[config.mk]
export PLATFORM = sky130hd
export DESIGN_NAME = lpht_ctrl
export DESIGN_NICKNAME = d
export VERILOG_FILES = /design/src/sv/lpht_pkg.sv /design/src/sv/lpht_ctrl.sv
export SDC_FILE = /design/constraint.sdc
export NUM_CORES = 1
export LEC_CHECK = 0
export BUFFER_PORTS_ARGS = -buffer_cell sky130_fd_sc_hd__buf_2
export CELL_PAD_IN_SITES_DETAIL_PLACEMENT = 0
export CELL_PAD_IN_SITES_GLOBAL_PLACEMENT = 1
export CORE_MARGIN = 4
export CORE_UTILIZATION = 28
export DETAILED_ROUTE_END_ITERATION = 6
export PLACE_DENSITY = 0.85
export REMOVE_ABC_BUFFERS = 1
export SLEW_MARGIN = 20
export SYNTH_ARGS = -nofsm -noshare
export SYNTH_HDL_FRONTEND = slang
export SYNTH_SLANG_ARGS = --single-unit
[constraint.sdc]
create_clock -name i_clk -period 1.49 [get_ports i_clk]
set_input_delay 0.0745 -clock i_clk [delete_from_list [all_inputs] [get_ports i_clk]]
set_output_delay 0.0745 -clock i_clk [all_outputs]
set_load 0.01 [all_outputs]
[src/sv/lpht_pkg.sv]
// Shared types and constants for the linear probe hash table.
`timescale 1ns / 1ps
package lpht_pkg;

    // Request codes on the command input
    typedef enum logic [1:0] {
        CMD_INSERT = 2'd0,
        CMD_LOOKUP = 2'd1,
        CMD_CLEAR  = 2'd2
    } t_cmd;

    // Result status codes
    typedef enum logic [2:0] {
        ST_INSERTED = 3'd0,
        ST_PRESENT  = 3'd1,
        ST_CONFLICT = 3'd2,
        ST_INVALID  = 3'd3,
        ST_FULL     = 3'd4,
        ST_HIT      = 3'd5,
        ST_MISS     = 3'd6,
        ST_CLEARED  = 3'd7
    } t_status;

    // Configuration register indexes
    localparam logic [0:0] REG_SIZE_LOG2 = 1'b0;
    localparam logic [0:0] REG_STRICT    = 1'b1;
    localparam int         CFG_W         = 4;
    localparam logic [3:0] SIZE_LOG2_RST = 4'd10;
    localparam logic [4:0] SIZE_LOG2_MIN = 5'd4;

    // Mixer constants
    localparam logic [63:0] MIX_C1 = 64'hbf58476d1ce4e5b9;
    localparam logic [63:0] MIX_C2 = 64'h94d049bb133111eb;
    localparam int          MIX_S0 = 30;
    localparam int          MIX_S1 = 27;
    localparam int          MIX_S2 = 31;

    // Stored word layout: used flag, parent, name, value, extra
    localparam int WORD_W = 1 + 4 * 32;

    // Controller to datapath commands
    typedef struct packed {
        logic    load_req;
        logic    hash_start;
        logic    probe_init;
        logic    probe_next;
        logic    rd_en;
        logic    wr_ins;
        logic    clr_init;
        logic    clr_step;
        logic    res_load;
        t_status res_status;
        logic    res_take_data;
    } t_ctl;

    // Datapath to controller status
    typedef struct packed {
        logic is_insert;
        logic is_lookup;
        logic is_clear;
        logic key_ok;
        logic val_ok;
        logic hash_done;
        logic slot_empty;
        logic key_match;
        logic dup_ok;
        logic probe_last;
        logic clr_last;
    } t_sts;

endpackage

[src/sv/lpht_ctrl.sv]
// Controller: sequences decode, hashing, probing and clearing.
`timescale 1ns / 1ps
module lpht_ctrl (
    input  logic           i_clk,
    input  logic           i_rst_n,
    input  logic           start,
    output logic           busy,
    input  lpht_pkg::t_sts i_sts,
    output lpht_pkg::t_ctl o_ctl,
    output logic           o_result_valid
);
    typedef enum logic [2:0] {
        S_INIT,
        S_IDLE,
        S_DISPATCH,
        S_HASH,
        S_READ,
        S_CHECK,
        S_CLEAR
    } t_state;

    t_state r_state, n_state;
    logic   r_res_valid;

    // Next state and commands
    always_comb begin
        n_state = r_state;
        o_ctl   = '0;
        o_ctl.res_status = lpht_pkg::ST_INVALID;
        case (r_state)
            S_INIT: begin
                o_ctl.clr_step = 1'b1;
                if (i_sts.clr_last) begin
                    n_state = S_IDLE;
                end
            end
            S_IDLE: begin
                if (start) begin
                    o_ctl.load_req = 1'b1;
                    n_state = S_DISPATCH;
                end
            end
            S_DISPATCH: begin
                if (i_sts.is_clear) begin
                    o_ctl.clr_init = 1'b1;
                    n_state = S_CLEAR;
                end else if (i_sts.is_insert && i_sts.key_ok && i_sts.val_ok) begin
                    o_ctl.hash_start = 1'b1;
                    n_state = S_HASH;
                end else if (i_sts.is_lookup && i_sts.key_ok) begin
                    o_ctl.hash_start = 1'b1;
                    n_state = S_HASH;
                end else begin
                    o_ctl.res_load   = 1'b1;
                    o_ctl.res_status = i_sts.is_lookup ? lpht_pkg::ST_MISS
                                                       : lpht_pkg::ST_INVALID;
                    n_state = S_IDLE;
                end
            end
            S_HASH: begin
                if (i_sts.hash_done) begin
                    o_ctl.probe_init = 1'b1;
                    n_state = S_READ;
                end
            end
            S_READ: begin
                o_ctl.rd_en = 1'b1;
                n_state = S_CHECK;
            end
            S_CHECK: begin
                n_state = S_IDLE;
                if (i_sts.slot_empty) begin
                    o_ctl.res_load = 1'b1;
                    if (i_sts.is_insert) begin
                        o_ctl.wr_ins     = 1'b1;
                        o_ctl.res_status = lpht_pkg::ST_INSERTED;
                    end else begin
                        o_ctl.res_status = lpht_pkg::ST_MISS;
                    end
                end else if (i_sts.key_match) begin
                    o_ctl.res_load = 1'b1;
                    if (i_sts.is_insert) begin
                        o_ctl.res_status = i_sts.dup_ok ? lpht_pkg::ST_PRESENT
                                                        : lpht_pkg::ST_CONFLICT;
                    end else begin
                        o_ctl.res_status    = lpht_pkg::ST_HIT;
                        o_ctl.res_take_data = 1'b1;
                    end
                end else if (i_sts.probe_last) begin
                    o_ctl.res_load   = 1'b1;
                    o_ctl.res_status = i_sts.is_insert ? lpht_pkg::ST_FULL
                                                       : lpht_pkg::ST_MISS;
                end else begin
                    o_ctl.probe_next = 1'b1;
                    n_state = S_READ;
                end
            end
            S_CLEAR: begin
                o_ctl.clr_step = 1'b1;
                if (i_sts.clr_last) begin
                    o_ctl.res_load   = 1'b1;
                    o_ctl.res_status = lpht_pkg::ST_CLEARED;
                    n_state = S_IDLE;
                end
            end
            default: n_state = S_IDLE;
        endcase
    end

    // State and result strobe
    always_ff @(posedge i_clk) begin
        if (!i_rst_n) begin
            r_state     <= S_INIT;
            r_res_valid <= 1'b0;
        end else begin
            r_state     <= n_state;
            r_res_valid <= o_ctl.res_load;
        end
    end

    assign busy           = (r_state != S_IDLE);
    assign o_result_valid = r_res_valid;

    // One result per request, never two in a row
    a_single_strobe: assert property (@(posedge i_clk) disable iff (!i_rst_n)
        r_res_valid |=> !r_res_valid)
        else $error("result strobe on consecutive cycles");

    // Inserts only land on an empty slot
    a_ins_empty: assert property (@(posedge i_clk) disable iff (!i_rst_n)
        o_ctl.wr_ins |-> (i_sts.slot_empty && i_sts.is_insert && r_state == S_CHECK))
        else $error("insert write to an occupied slot");

    // Probing never goes past a full turn
    a_probe_bound: assert property (@(posedge i_clk) disable iff (!i_rst_n)
        o_ctl.probe_next |-> !i_sts.probe_last)
        else $error("probe beyond a full turn");

    // A request accepted leads to dispatch
    a_accept: assert property (@(posedge i_clk) disable iff (!i_rst_n)
        (start && !busy) |=> (r_state == S_DISPATCH))
        else $error("accepted request not dispatched");
endmodule

-- Yosys cells after proc, flatten, opt, wreduce, memory -nomap -nowiden
Cells that the tools add are included.
W data, S select, Z words.
- flip-flop bits (word level): 4
- bits of input ports: 14
- logic and storage cells: 64
- equal/unequal tests: 10
- muxes and demuxes: 46
- reduce and logical (&&, ||, !) cells: 6
- operators by type and width (kind ; number):
    $mux W3 ; 11
    $mux W4 ; 7
    $mux W1 ; 23
    $pmux W3 S6 ; 1
    $pmux W4 S3 ; 1
    $eq A3 B3 Y1 const B ; 3
    $eq A3 B2 Y1 const B ; 2
    $mux W2 ; 3
    $ne A2 B2 Y1 const B ; 2
    $eq A3 B1 Y1 const B ; 1
    $logic_and A1 B1 Y1 ; 3
    $logic_not A3 Y1 ; 1
    $ne A3 B1 Y1 const B ; 1
    $reduce_and A3 Y1 ; 1
    $ne A2 B1 Y1 const B ; 1
    $reduce_or A2 Y1 ; 1

-- Depth between registers and ports, before layout
- depth in word-level cells: 5
- gate-level depth with buffers: 5

-- Least setup slack after synthesis
No wires, ideal clock.
- kind: reg2out
- start point: register r_state[2]
- end point: output o_ctl[3] in the netlist's numbering
- arrival: 1.126 ns
- data required time: 1.416 ns
- slack: 0.289 ns
- stages on the path, launching flop included: 5
- path buffers: 1
- cell sequence: dfxtp_1 buf_6 nand2b_4 nand2b_4 o311ai_1
- RTL lines (what ; line ; RTL):
    from (decl) ; lpht_ctrl.sv:22 ; t_state r_state, n_state;
    from (signal assigned) ; lpht_ctrl.sv:116 ; r_state <= n_state;
    to (decl) ; lpht_ctrl.sv:9 ; output lpht_pkg::t_ctl o_ctl,

==> impl_metrics.yaml <==
floorplanning:
  die_width_um: 49.9
  core_mm2: 0.00158
  initial_core_util: 0.312
  die_area_mm2: 0.00249
  io_pins: 29
  rows: 14
  die_h_um: 49.9
global_route:
  antenna_found_initial: 0
  grt_use_met1: 0.143
  grt_use_met2: 0.148
  grt_pass1_wl_um: 2110
  grt_max_degree: 15
  met3_usage: 0.0482
  grt_pass1_vias: 498
  grt.overflow.total: 0
  track_usage: 0.105
  grt_busiest_layer: "met2"
route:
  drtIter0Drc: 16
  wl_um: 1300
  routedWlPerCell_um: 12.2
  vias: 536
  antenna_left: 0
  drc: 0
  viasPerCell: 5.01
  drt_first_pass_iters: 3
synth:
  syn_avg_cell_area_um2: 8.20
  ys_seq_area_frac: 0.163
  netlist_instances: 60
  yosysUniqueCellTypes: 34
  ys_ff_latch: 4
  synthesis.area_um2: 492
  synth_warnings: 0
critical_path:
  worstPathMaxFanout: 9
  critPathCaptureType: "output pin"
  critPathLaunchType: "flip-flop"
  path_class: "reg2out"
  startpoint: "r_state[2]"
  cp.arrival_ps: 1390
  crit_required_ps: 1420
  reg2reg_from: "r_state[2]"
power:
  p_total_w: 0.000345
  vdd_drop_max_uv: 238
  leakage_nw: 0.359
  power.density_mw_per_mm2: 499
cts:
  h-tree-depth: 1
  cts.sinks: 4
  cts_tree: "done"
  clock-root-buffer: "clkbuf_4"
  clockBufferDepth: 2
  clk_latency_ps: 230
  clkTransAtPathRegs_ps: 40
  cts-buffers-inserted: 3
final_layout:
  drive_above_1_share: 0.495
  nets: 107
  syn_to_final_growth_pct: 40.5
  n_antenna_cell: 0
  layout.cells.non_filler: 107
  layout_common_cells: "buf_2 (28), nor2_1 (6), nor2b_1 (5), inv_1 (4)"
  layout_commonest_cell: "buf_2"
  fin_util: 0.438
timing:
  setup_viol: 0
  fin_ws_ps: 26.3
  fmax_mhz: 683
  clock_skew_ps: 0.412
  rsz0062_at_grt: "true"
  relSlewSlack: 0.803
  tns_ps: 0
  hold_violations: 0
  fin_crit_ps: 1460
  tightestPinTransition_ps: 291
  period_share: 0.982
  drv_slew: 0
worst_hold_path:
  hold_start: "i_rst_n"
  hp-class: "in2reg"
placed_design:
  port_buffers: 28
  dp_slack_ps: 123
  dpl.cell_count: 103
  detailed_place_hpwl_um: 1040
  place_congestion: 0.715
outcome:
  status: "finished, final reports clean"
run:
  max_cap_viol_count: 0
==> kinds of logic (layout without fill, tap and decap cells) <==
logic type / count (synthesis) / in the layout / share of synthesized area
buffers and inverters: 6 / 37 / 0.0763
muxes: 1 / 1 / 0.0204
DFF: 4 / 4 / 0.163
AOI/OAI and AO/OA: 16 / 16 / 0.260
and+or+nand+nor: 33 / 33 / 0.481
==> power breakdown <==
part	switching (W)	total [W]	internal, W
Sequential	0.0000142	0.000124	0.000110
Clock	0.0000377	0.000127	0.0000897
Combinational	0.0000470	0.0000927	0.0000457
Total	0.0000990	0.000345	0.000246
==> per-layer routing <==
| layer | vias up | share of wire |
|---|---|---|
| li1 | 281 | - |
| met1 | 237 | 0.49 |
| met2 | 18 | 0.44 |
| met3 | 0 | 0.068 |
| met4 | 0 | 0 |
| met5 | - | 0 |
==> flip-flops by register name, indices dropped and copies added, names as in the netlist <==
| register | flops |
|---|---|
| r_state | 3 |
| o_result_valid | 1 |
==> layout make-up <==
cell class / instances / area (µm²)
fill: 158 / 886
multi-input combinational: 50 / 389
timing repair buffer: 30 / 155
sequential: 4 / 88.8
clock buffer: 3 / 22.5
tap: 16 / 20.0
inverter: 4 / 15.0
==> final timing paths <==
check,endpoint,slack (ps),cells after the start
max,o_ctl[1],30,5
min reg2reg,r_state[1],620,2
max reg2reg,r_state[0],140,5
min,o_result_valid,110,2
==> worst max-delay path: stages (launching register included) <==
cell	delay, ps
dfxtp_4	370
nand2b_4	170
nand2b_4	180
o32ai_2	210
o21ai_1	90
buf_2	140
==> repair_timing <==
item / 4_1_cts / 5_1_grt
hold buffers: 0 / 0
buffers inserted: 0 / 1
endpoints found under the setup margin: 5 / 2
resized for setup: 6 / 2
gates cloned: 0 / 0
pin swaps: 0 / 0
==> through the flow <==
stage	area, µm²	hold slack (ps)
after global routing	691	97.8
after detailed placement	637	333
after CTS	676	94.4
after floorplan	469	196
after global placement	637	336
final	691	105
==> Yosys cell counts (all sizes together) <==
master,instances,area share
a21boi,1,0.015
a21oi,3,0.031
a32oi,1,0.018
and2,2,0.025
and3,1,0.013
buf,2,0.046
dfxtp,4,0.16
inv,4,0.031
mux2i,1,0.020
nand2,3,0.023
nand2b,6,0.12
nand3b,1,0.041
nand4,1,0.013
nand4b,1,0.018
nor2,7,0.053
nor2b,5,0.064
nor3,1,0.010
nor3b,1,0.025
nor4b,1,0.018
o211ai,1,0.043
o21a,1,0.015
o21ai,2,0.020
o21bai,1,0.015
o221ai,1,0.018
o22ai,1,0.013
o311a,1,0.020
o311ai,1,0.018
o31ai,1,0.015
o32ai,1,0.018
or2b,1,0.015
or3,1,0.023
or3b,1,0.018
Note: power is estimated with default switching activity, not from simulation.
